===== config.mk =====
export PLATFORM = sky130hd
export DESIGN_NAME = min_max_bucket_decimator
export DESIGN_NICKNAME = d
export VERILOG_FILES = /design/src/sv/mmbd_pkg.sv /design/src/sv/mmbd_core.sv /design/src/sv/mmbd_out_fifo.sv /design/src/sv/min_max_bucket_decimator.sv
export SDC_FILE = /design/constraint.sdc
export NUM_CORES = 2
export LEC_CHECK = 0
export ABC_CLOCK_PERIOD_IN_PS = 22800
export BUFFER_PORTS_ARGS = -buffer_cell sky130_fd_sc_hd__buf_4
export CAP_MARGIN = 25
export CELL_PAD_IN_SITES_DETAIL_PLACEMENT = 1
export CELL_PAD_IN_SITES_GLOBAL_PLACEMENT = 2
export CORE_MARGIN = 5
export CORE_UTILIZATION = 38
export DETAILED_ROUTE_END_ITERATION = 10
export HOLD_SLACK_MARGIN = 0.08
export PLACE_DENSITY = 0.81
export SYNTH_ARGS = -nofsm -noshare
export SYNTH_HDL_FRONTEND = slang
export SYNTH_HIERARCHICAL = 1
export SYNTH_SLANG_ARGS = --single-unit

===== constraint.sdc =====
create_clock -name clk -period 22.8 [get_ports clk]
set_clock_uncertainty 0.2 [all_clocks]
set_input_delay 4.56 -clock clk [delete_from_list [all_inputs] [get_ports clk]]
set_output_delay 4.56 -clock clk [all_outputs]
set_load 0.01 [all_outputs]

===== src/sv/mmbd_pkg.sv =====
package mmbd_pkg;

  localparam int TIME_BITS  = 32;
  localparam int VALUE_BITS = 32;
  localparam int CFG_BITS   = 32;
  localparam int BKT_BITS   = 16;
  localparam int SCALE_BITS = 32;
  localparam int FRAC_BITS  = 16;

  localparam int IN_DATA_W  = ((TIME_BITS + VALUE_BITS + 7) / 8) * 8;
  localparam int OUT_DATA_W = ((TIME_BITS + VALUE_BITS + 7) / 8) * 8;

  localparam int CFG_IDX_W  = 3;
  localparam logic [CFG_IDX_W-1:0] CFG_RANGE_START  = 3'd0;
  localparam logic [CFG_IDX_W-1:0] CFG_RANGE_END    = 3'd1;
  localparam logic [CFG_IDX_W-1:0] CFG_BUCKET_COUNT = 3'd2;
  localparam logic [CFG_IDX_W-1:0] CFG_BUCKET_SCALE = 3'd3;
  localparam logic [CFG_IDX_W-1:0] CFG_GAP_THRESH   = 3'd4;
  localparam logic [CFG_IDX_W-1:0] CFG_DECIMATE_EN  = 3'd5;

  // results one item can cause, and depth of the result queue
  localparam int RES_MAX    = 3;
  localparam int FIFO_DEPTH = 4;
  localparam int FIFO_AW    = $clog2(FIFO_DEPTH);
  localparam int FIFO_CW    = $clog2(FIFO_DEPTH + 1);

  typedef struct packed {
    logic                         req_type;
    logic [TIME_BITS-1:0]         sample_time;
    logic signed [VALUE_BITS-1:0] sample_value;
    logic                         value_valid;
  } in_item_t;

  typedef struct packed {
    logic [TIME_BITS-1:0]  range_start;
    logic [TIME_BITS-1:0]  range_end;
    logic [BKT_BITS-1:0]   bucket_count;
    logic [SCALE_BITS-1:0] bucket_scale;
    logic [TIME_BITS-1:0]  gap_threshold;
    logic                  decimate_enable;
  } cfg_t;

  typedef struct packed {
    logic [TIME_BITS-1:0]         point_time;
    logic signed [VALUE_BITS-1:0] point_value;
    logic                         segment_start;
    logic                         last_of_run;
  } point_t;

  typedef struct packed {
    logic   vld;
    point_t pt;
  } res_t;

  typedef res_t [RES_MAX-1:0] res_vec_t;

endpackage


===== src/sv/mmbd_core.sv =====
module mmbd_core
  import mmbd_pkg::*;
(
  input  logic     clk,
  input  logic     rst_n,
  input  logic     fire,
  input  in_item_t item,
  input  cfg_t     cfg,
  output res_vec_t res
);

  logic                         bucket_open_r, bucket_open_nxt;
  logic                         seg_open_r, seg_open_nxt;
  logic                         seg_emitted_r, seg_emitted_nxt;
  logic [BKT_BITS-1:0]          active_r;
  logic [TIME_BITS-1:0]         min_t_r, max_t_r, last_t_r;
  logic signed [VALUE_BITS-1:0] min_v_r, max_v_r;

  logic [TIME_BITS-1:0]              lo, hi, t, offset;
  logic signed [VALUE_BITS-1:0]      v;
  logic [TIME_BITS+SCALE_BITS-1:0]   prod;
  logic [TIME_BITS+FRAC_BITS-1:0]    q;
  logic [BKT_BITS-1:0]               top, bkt;
  logic is_end, in_rng, smp_ok, smp_bad, gap_hit, close, dec;
  logic new_bkt, do_flush, ord, same, two, pass, emit_mid;

  always_comb begin
    t      = item.sample_time;
    v      = item.sample_value;
    dec    = cfg.decimate_enable;
    lo     = (cfg.range_start > cfg.range_end) ? cfg.range_end : cfg.range_start;
    hi     = (cfg.range_start > cfg.range_end) ? cfg.range_start : cfg.range_end;
    is_end = item.req_type;
    in_rng = (t >= lo) && (t <= hi);
    smp_ok  = !is_end && in_rng && item.value_valid;
    smp_bad = !is_end && in_rng && !item.value_valid;
    gap_hit = seg_open_r && (cfg.gap_threshold != '0) && (t > last_t_r)
              && ((t - last_t_r) > cfg.gap_threshold);
    close   = is_end || (smp_bad && seg_open_r) || (smp_ok && gap_hit);

    offset = t - lo;
    prod   = TIME_BITS'(offset) * cfg.bucket_scale;
    q      = prod[TIME_BITS+SCALE_BITS-1:FRAC_BITS];
    top    = (cfg.bucket_count == '0) ? '0 : cfg.bucket_count - BKT_BITS'(1);
    bkt    = (q > (TIME_BITS+FRAC_BITS)'(top)) ? top : q[BKT_BITS-1:0];

    new_bkt  = smp_ok && dec && (!bucket_open_r || close || (bkt != active_r));
    do_flush = bucket_open_r && (close || (smp_ok && dec && (bkt != active_r)));
    ord      = min_t_r <= max_t_r;
    same     = (min_t_r == max_t_r) && (min_v_r == max_v_r);
    two      = do_flush && (!ord || !same);
    pass     = smp_ok && !dec;
    emit_mid = close ? 1'b0 : (do_flush ? 1'b1 : seg_emitted_r);

    res[0].vld              = do_flush;
    res[0].pt.point_time    = ord ? min_t_r : max_t_r;
    res[0].pt.point_value   = ord ? min_v_r : max_v_r;
    res[0].pt.segment_start = !seg_emitted_r;
    res[0].pt.last_of_run   = !two && !pass;

    res[1].vld              = two;
    res[1].pt.point_time    = ord ? max_t_r : min_t_r;
    res[1].pt.point_value   = ord ? max_v_r : min_v_r;
    res[1].pt.segment_start = 1'b0;
    res[1].pt.last_of_run   = !pass;

    res[2].vld              = pass;
    res[2].pt.point_time    = t;
    res[2].pt.point_value   = v;
    res[2].pt.segment_start = !emit_mid;
    res[2].pt.last_of_run   = 1'b1;

    bucket_open_nxt = smp_ok ? dec : (close ? 1'b0 : bucket_open_r);
    seg_open_nxt    = smp_ok ? 1'b1 : (close ? 1'b0 : seg_open_r);
    seg_emitted_nxt = pass ? 1'b1 : emit_mid;
  end

  always_ff @(posedge clk) begin
    if (!rst_n) begin
      bucket_open_r <= 1'b0;
      seg_open_r    <= 1'b0;
      seg_emitted_r <= 1'b0;
    end else if (fire) begin
      bucket_open_r <= bucket_open_nxt;
      seg_open_r    <= seg_open_nxt;
      seg_emitted_r <= seg_emitted_nxt;
    end
  end

  always_ff @(posedge clk) begin
    if (fire) begin
      if (smp_ok) begin
        last_t_r <= t;
      end
      if (new_bkt) begin
        active_r <= bkt;
        min_t_r  <= t;
        max_t_r  <= t;
        min_v_r  <= v;
        max_v_r  <= v;
      end else if (smp_ok && dec) begin
        if (v < min_v_r) begin
          min_t_r <= t;
          min_v_r <= v;
        end
        if (v > max_v_r) begin
          max_t_r <= t;
          max_v_r <= v;
        end
      end
    end
  end

endmodule


===== src/sv/mmbd_out_fifo.sv =====
module mmbd_out_fifo
  import mmbd_pkg::*;
(
  input  logic     clk,
  input  logic     rst_n,
  input  logic     push,
  input  res_vec_t res,
  output logic     room,
  output logic     pop_vld,
  input  logic     pop_rdy,
  output point_t   head
);

  point_t               mem_r [FIFO_DEPTH];
  logic [FIFO_AW-1:0]   wp_r, wp_nxt, rp_r, rp_nxt;
  logic [FIFO_CW-1:0]   cnt_r, cnt_nxt;
  logic [FIFO_AW-1:0]   wa [RES_MAX];
  logic [FIFO_CW-1:0]   n_push;
  logic                 pop;

  always_comb begin
    wa[0] = wp_r;
    for (int k = 1; k < RES_MAX; k++) begin
      wa[k] = wa[k-1] + FIFO_AW'(res[k-1].vld);
    end
    n_push = '0;
    if (push) begin
      for (int k = 0; k < RES_MAX; k++) begin
        n_push = n_push + FIFO_CW'(res[k].vld);
      end
    end
    pop     = pop_vld && pop_rdy;
    wp_nxt  = wp_r + n_push[FIFO_AW-1:0];
    rp_nxt  = rp_r + FIFO_AW'(pop);
    cnt_nxt = cnt_r + n_push - FIFO_CW'(pop);
    room    = cnt_r <= FIFO_CW'(FIFO_DEPTH - RES_MAX);
    pop_vld = cnt_r != '0;
    head    = mem_r[rp_r];
  end

  always_ff @(posedge clk) begin
    if (!rst_n) begin
      wp_r  <= '0;
      rp_r  <= '0;
      cnt_r <= '0;
    end else begin
      wp_r  <= wp_nxt;
      rp_r  <= rp_nxt;
      cnt_r <= cnt_nxt;
    end
  end

  always_ff @(posedge clk) begin
    for (int k = 0; k < RES_MAX; k++) begin
      if (push && res[k].vld) begin
        mem_r[wa[k]] <= res[k].pt;
      end
    end
  end

endmodule


===== src/sv/min_max_bucket_decimator.sv =====
// channel  dir  tdata (low bit up)             tuser (low bit up)          tlast
// in_      in   sample_time, sample_value      req_type, value_valid       -
// out_     out  point_time, point_value        segment_start               last_of_run
// cfg_     in   plain write: cfg_we, cfg_idx, cfg_wdata (no read-back)
//
// One item per cycle while out_tready is high and items cause at most one result;
// results leave at one per cycle, so items causing two or three results pace the input.
// Latency: input register, then one compute stage into a 4-entry result queue.
// An item enters compute only when the queue has room for three results.
// rst_n (synchronous) clears control state and loads register defaults.
module min_max_bucket_decimator
  import mmbd_pkg::*;
(
  input  logic                  clk,
  input  logic                  rst_n,
  input  logic                  in_tvalid,
  output logic                  in_tready,
  input  logic [IN_DATA_W-1:0]  in_tdata,   // sample_time, sample_value
  input  logic [1:0]            in_tuser,   // req_type, value_valid
  output logic                  out_tvalid,
  input  logic                  out_tready,
  output logic [OUT_DATA_W-1:0] out_tdata,  // point_time, point_value
  output logic                  out_tuser,  // segment_start
  output logic                  out_tlast,
  input  logic                  cfg_we,
  input  logic [CFG_IDX_W-1:0]  cfg_idx,
  input  logic [CFG_BITS-1:0]   cfg_wdata
);

  cfg_t     cfg_r;
  in_item_t item_r;
  logic     item_vld_r;
  logic     in_fire, core_fire, room;
  res_vec_t res;
  point_t   head;

  assign core_fire = item_vld_r && room;
  assign in_tready = !item_vld_r || core_fire;
  assign in_fire   = in_tvalid && in_tready;

  always_ff @(posedge clk) begin
    if (!rst_n) begin
      item_vld_r <= 1'b0;
    end else if (in_fire) begin
      item_vld_r <= 1'b1;
    end else if (core_fire) begin
      item_vld_r <= 1'b0;
    end
  end

  always_ff @(posedge clk) begin
    if (in_fire) begin
      item_r.req_type     <= in_tuser[0];
      item_r.value_valid  <= in_tuser[1];
      item_r.sample_time  <= in_tdata[TIME_BITS-1:0];
      item_r.sample_value <= in_tdata[TIME_BITS+VALUE_BITS-1:TIME_BITS];
    end
  end

  always_ff @(posedge clk) begin
    if (!rst_n) begin
      cfg_r.range_start     <= '0;
      cfg_r.range_end       <= '1;
      cfg_r.bucket_count    <= BKT_BITS'(1024);
      cfg_r.bucket_scale    <= '0;
      cfg_r.gap_threshold   <= '0;
      cfg_r.decimate_enable <= 1'b1;
    end else if (cfg_we) begin
      case (cfg_idx)
        CFG_RANGE_START:  cfg_r.range_start     <= cfg_wdata[TIME_BITS-1:0];
        CFG_RANGE_END:    cfg_r.range_end       <= cfg_wdata[TIME_BITS-1:0];
        CFG_BUCKET_COUNT: cfg_r.bucket_count    <= cfg_wdata[BKT_BITS-1:0];
        CFG_BUCKET_SCALE: cfg_r.bucket_scale    <= cfg_wdata[SCALE_BITS-1:0];
        CFG_GAP_THRESH:   cfg_r.gap_threshold   <= cfg_wdata[TIME_BITS-1:0];
        CFG_DECIMATE_EN:  cfg_r.decimate_enable <= cfg_wdata[0];
        default: ;
      endcase
    end
  end

  mmbd_core u_core (
    .clk   (clk),
    .rst_n (rst_n),
    .fire  (core_fire),
    .item  (item_r),
    .cfg   (cfg_r),
    .res   (res)
  );

  mmbd_out_fifo u_fifo (
    .clk     (clk),
    .rst_n   (rst_n),
    .push    (core_fire),
    .res     (res),
    .room    (room),
    .pop_vld (out_tvalid),
    .pop_rdy (out_tready),
    .head    (head)
  );

  assign out_tdata = OUT_DATA_W'({head.point_value, head.point_time});
  assign out_tuser = head.segment_start;
  assign out_tlast = head.last_of_run;

endmodule


# Yosys cells after proc, flatten, opt, wreduce, memory -nomap -nowiden
# Memories as Yosys holds them, arrays and structs flattened. A register that Yosys moved wholly into a read port is not among the register bits.
# Cells that the tools add are included.
dict set report word_totals {
  regBits 398
  mem_count 1
  ram_bits 264
  input_bits 106
  output_inout_bits 68
  word_cells 151
}
dict set report classes {
  reduce_logical 61
  n_eq_ne 8
  n_addsub 11
  n_mux 36
  multipliers 1
  order_cmp 10
}
# name words width rd rd_clocked_by_memory_dff wr line_no
set memory_table {}
lappend memory_table {u_fifo.mem_r 4 66 1 1 3 mmbd_out_fifo.sv:14} ;# point_t mem_r [FIFO_DEPTH];
# op n
set op_table {}
lappend op_table {{two-way mux 32 bit} 18}
lappend op_table {{> comparator 32 bit} 4}
lappend op_table {{== test 32 bit} 2}
lappend op_table {{less-or-equal comparator 32 bit} 2}
lappend op_table {{multiplier 32 x 32 -> 64 bit} 1}
lappend op_table {{subtractor 32 bit} 2}
lappend op_table {{> comparator 48 x 16 -> 1 bit} 1}
lappend op_table {{greater-or-equal comparator 32 bit} 1}
lappend op_table {{less-than comparator 32 bit} 1}
lappend op_table {{two-way mux 16 bit} 2}
lappend op_table {{nonzero test 32 bit} 1}
lappend op_table {{logical AND 1 bit} 23}
lappend op_table {{AND reduction 2 bit} 9}
lappend op_table {{logical NOT 16 bit} 1}
lappend op_table {{inequality test 16 bit} 1}
lappend op_table {{subtractor 16 x 1 -> 16 bit (second input constant)} 1}
lappend op_table {{two-way mux 1 bit} 14}
lappend op_table {{logical NOT 1 bit} 11}
lappend op_table {{nonzero test 2 bit} 5}
lappend op_table {{logical OR 1 bit} 7}
lappend op_table {{adder 2 x 1 -> 2 bit} 3}
lappend op_table {{== test 3 x 2 -> 1 bit (second input constant)} 2}
lappend op_table {{== test 3 bit (second input constant)} 2}
lappend op_table {{AND reduction 3 bit} 2}
lappend op_table {{11 further kinds} 11}

# Depth between registers and ports, before layout
dict set report logic_depth {
  ltp_word 17
  depth_mapped 83
  depth_no_buf 78
}

# Cells and area by module
# The synthesis kept the hierarchy.
# mod cells_each seq_area_each_um2 instances area_per_inst_um2
set modules_own_cells {}
lappend modules_own_cells {mmbd_core 5828 5345.1 1 52270.1}
lappend modules_own_cells {mmbd_out_fifo 1667 8067.7 1 16475.8}
lappend modules_own_cells {min_max_bucket_decimator 616 4904.7 1 7657.3}

# Worst setup path after synthesis
# Ideal clock, no wire load.
dict set report synth_timing {
  path_type {register to register}
  start {register cfg_r[82] (netlist bit)}
  end {memory u_fifo/mem_r[1][0] (netlist bit), enable pin}
  arrival_ns 22.718
  path_stages_with_launch 67
  t_required_ns 21.883
  n_path_buf 4
  slack_ns -0.835
  setup_time_ns 0.717
  synth_period_minus_slack_ns 23.635
  path_cell_list {dfxtp_1 > inv_1 > ha_1 > nor2b_1 > o21a_1 > o21a_1 > o21a_1 > o21a_1 > o21a_1 > o21a_1 > o21ai_0 > a21boi_0 > o21a_1 > o21ai_0 > a21boi_0 > o21ai_0 > clkbuf_1 > clkbuf_1 > [31 not listed] > inv_1 > ha_1 > and4_1 > and2_4 > a22oi_4 > nand3_2 > a2111oi_4 > nor3b_1 > or3_1 > a221o_1 > or4_4 > nor4_4 > mux2i_1 > xnor2_1 > o31a_1 > buf_4 > nand2_1 > o311ai_0}
}
# element line_no
set synth_rtl {}
lappend synth_rtl {{from (decl)} min_max_bucket_decimator.sv:30} ;# cfg_t cfg_r;
lappend synth_rtl {{to (decl)} mmbd_out_fifo.sv:14}

==> results.yml <==
run_status:
  status: "complete, no violations"
floorplanning:
  fp.coreArea_um2: 199900
  die_y_um: 458.4
  die_area_um2: 210100
  start_util_pct: 38.23
  rows: 164
  die-width_um: 458.4
  ios: 174
synth:
  synth_cell_type_count: 99
  yosys_warnings: 6
  ys_top_cells_by_count: "inv_1, fa_1, nand2_1"
  async_reset_ff_share_pct: 0
  synth_flop_cell: "edfxtp_1"
  synth_top_area_share_pct: 23.56
  yosysTopAreaCell: "fa_1"
  netlist_top_cells_area: "fa_1, edfxtp_1, ha_1, inv_1, nand2_1"
  synthCells: 8111
  synth_nets: 9654
  netlist_area_um2: 76400
  synth.avg_cell_area_um2: 9.420
  ys_ff_latch: 662
  yosysMostFrequentCell: "inv_1"
  synth-edff-count: 506
  ys_seq_area_share_pct: 23.97
clock_network:
  clock_latency_ns: 0.70
  cts_tree: "yes"
  root_buffer: "clkbuf_16"
  cts_sinks: 662
  cts.path.max_buffers: 3
  cts_buffers: 78
  htreeDepth: 3
  cts.clk_slew.worst_paths_ns: 0.07
detailed_routing:
  drtAntennaViolNets: 0
  drt_iter0_drc: 4331
  dr.pass1.iters: 6
  route.detailed.drc: 0
  via_per_inst: 5.751
  wl_mm: 277.5
  wl_per_cell_um: 26.00
  vias: 61374
global_routing:
  grt_pass1_wl_mm: 419.7
  antenna_found_initial: 12
  grt.total_usage_pct: 26.05
  grt_pass1_vias: 66859
  gr-total-overflow: 0
  grt_max_degree: 177
place:
  gp_congestion: 0.9305
  dpl.hpwl_mm: 200.4
  dp_slack_ns: 1.178
  portBuffers: 173
  dp_cells: 10511
sta:
  max_freq_ghz: 0.04641
  setup_violations: 0
  max_slew_margin_pct: 23.86
  tns_ns: 0
  min_period_over_period_pct: 94.51
  tightest_slew_ns: 1.142
  setup_ws_ns: 1.251
  rsz0062_at_grt: "no"
  maxSlewViolCount: 0
  finalHoldViolCount: 0
  fin_crit_ns: 21.55
critical_path:
  max_stage_delay_ns: 0.89
  required_ns: 22.97
  end_kind: "register"
  crit_family: "compound AO/OA/AOI/OAI gates"
  criticalPathCategory: "register to register"
  slowest_stage: "buf_4"
  cp_num_buf_inv: 10
  cp_max_fo: 66
  worst_path_most_repeated_cell: "fa_1"
  cp-start-kind: "register"
  crit_arrival_ns: 21.72
power_and_ir_drop:
  power.internal_w: 0.002692
  power_leakage_nw: 35.72
  p_clk_share_pct: 28.8
  power_frac_comb_pct: 39.6
  p_seq_share_pct: 31.6
  power_density_nw_per_um2: 53.79
  max-vdd-ir-drop_v: 0.00005235
  p_sw_w: 0.001764
  sw_frac_of_total_pct: 39.58
layout:
  multiInputGateArea_um2: 51300
  seqCellArea_um2: 18340
  fillers: 22711
  fin_cells: 10672
  area_growth_pct: 8.411
  final_nets: 9486
  drive_gt1_share_pct: 8.795
run:
  maxCapViolations: 0
worst_hold_path:
  hold_path_class: "register to register"
## metal layers
layer,routed length [µm],vias up,global-route usage (%)
li1,-,26656,-
met1,115200,31972,33.74
met2,133500,2184,44.39
met3,16270,560,3.302
met4,12550,2,10.34
met5,10,-,0
## power groups by stage
stage	combinational, W	clock, W	sequential, W
after floorplan	0.00109	0	0.00140
after global placement	0.00170	0	0.00143
after detailed placement	0.00174	0	0.00144
final	0.00176	0.00128	0.00141
after CTS	0.00176	0.00131	0.00141
after global routing	0.00191	0.00136	0.00142
## cell usage in the layout, fill, tap and decap left out, types with 27 or more instances in the layout
| cell | instances |
|---|---|
| a21o_1 | 92 |
| a21oi_1 | 167 |
| a31oi_1 | 281 |
| and2_1 | 400 |
| and3_1 | 27 |
| buf_4 | 323 |
| clkbuf_16 | 80 |
| dfxtp_1 | 145 |
| edfxtp_1 | 506 |
| fa_1 | 899 |
| ha_1 | 537 |
| inv_1 | 1217 |
| mux2_2 | 86 |
| mux2i_1 | 295 |
| mux4_2 | 66 |
| nand2_1 | 838 |
| nand2b_1 | 81 |
| nand3_1 | 340 |
| nand4_1 | 89 |
| nor2_1 | 114 |
| nor2b_1 | 141 |
| nor3_1 | 305 |
| nor4_1 | 33 |
| o21a_1 | 45 |
| o21ai_0 | 393 |
| xnor2_1 | 54 |
| xor2_1 | 72 |
## stage by stage
| stage | utilization (%) | hold WS (ns) | cell area [µm²] | power, W |
|---|---|---|---|---|
| after floorplan | - | 0.2511 | 76400 | 0.002490 |
| final | 41.44 | 0.2692 | 82830 | 0.004456 |
| after detailed placement | 40.09 | 0.2609 | 80120 | 0.003179 |
| after global placement | 40.03 | 0.2538 | 80010 | 0.003135 |
| after CTS | 41.36 | 0.2696 | 82670 | 0.004474 |
| after global routing | 41.44 | 0.3103 | 82820 | 0.004683 |
## worst paths after layout
kind	start	end	slack, ns	cells after the start
max	cfg_r[82]	u_fifo/mem_r[1][28]	1.25	75
min reg2reg	cfg_r[37]	cfg_r[37]	0.27	2
max reg2reg	cfg_r[82]	u_fifo/mem_r[1][28]	1.25	75
min	cfg_r[37]	cfg_r[37]	0.27	2
## kinds of logic (layout without fill, tap and decap cells)
group,after synthesis,count (layout),synth area share [%]
AND/OR/NAND/NOR,2447,2447,16.01
buffers and inverters,1803,1697,9.423
adder cells (fa/ha/maj),1437,1437,32.37
AO/OA/AOI/OAI,1159,1159,9.334
flip-flops,662,662,23.97
multiplexers,448,448,7.093
XOR/XNOR,153,153,1.792
other,2,13,0.009829
## what timing repair did
action,in CTS,in global routing
hold endpoints to repair,0,0
endpoints found under the setup margin,0,472
resized for setup,0,3
buffers inserted,0,4
hold buffers,0,0
## cell type report
class | instances | area share (%)
clock buffer | 104 | 2.586
multi-input combinational | 5646 | 61.94
clock inverter | 38 | 0.4909
sequential | 662 | 22.14
timing repair buffer | 338 | 3.286
inverter | 1217 | 5.515
tap | 2656 | 4.012
antenna | 11 | 0.03323
## worst min-delay path: cells and delay by family (launching register included)
family           cells  cell delay (ns)
flip-flops           1             0.31
multiplexers         1             0.06
AND/OR/NAND/NOR      1             0.05
## flip-flops by register name (all words and copies together) (netlist names), 3 cells and up
name,cells
u_fifo/mem_r,264
cfg_r,145
item_r,66
u_core/last_t_r,32
u_core/max_t_r,32
u_core/max_v_r,32
u_core/min_t_r,32
u_core/min_v_r,32
u_core/active_r,16
u_fifo/cnt_r,3
Note: power is estimated with default switching activity, not from simulation.
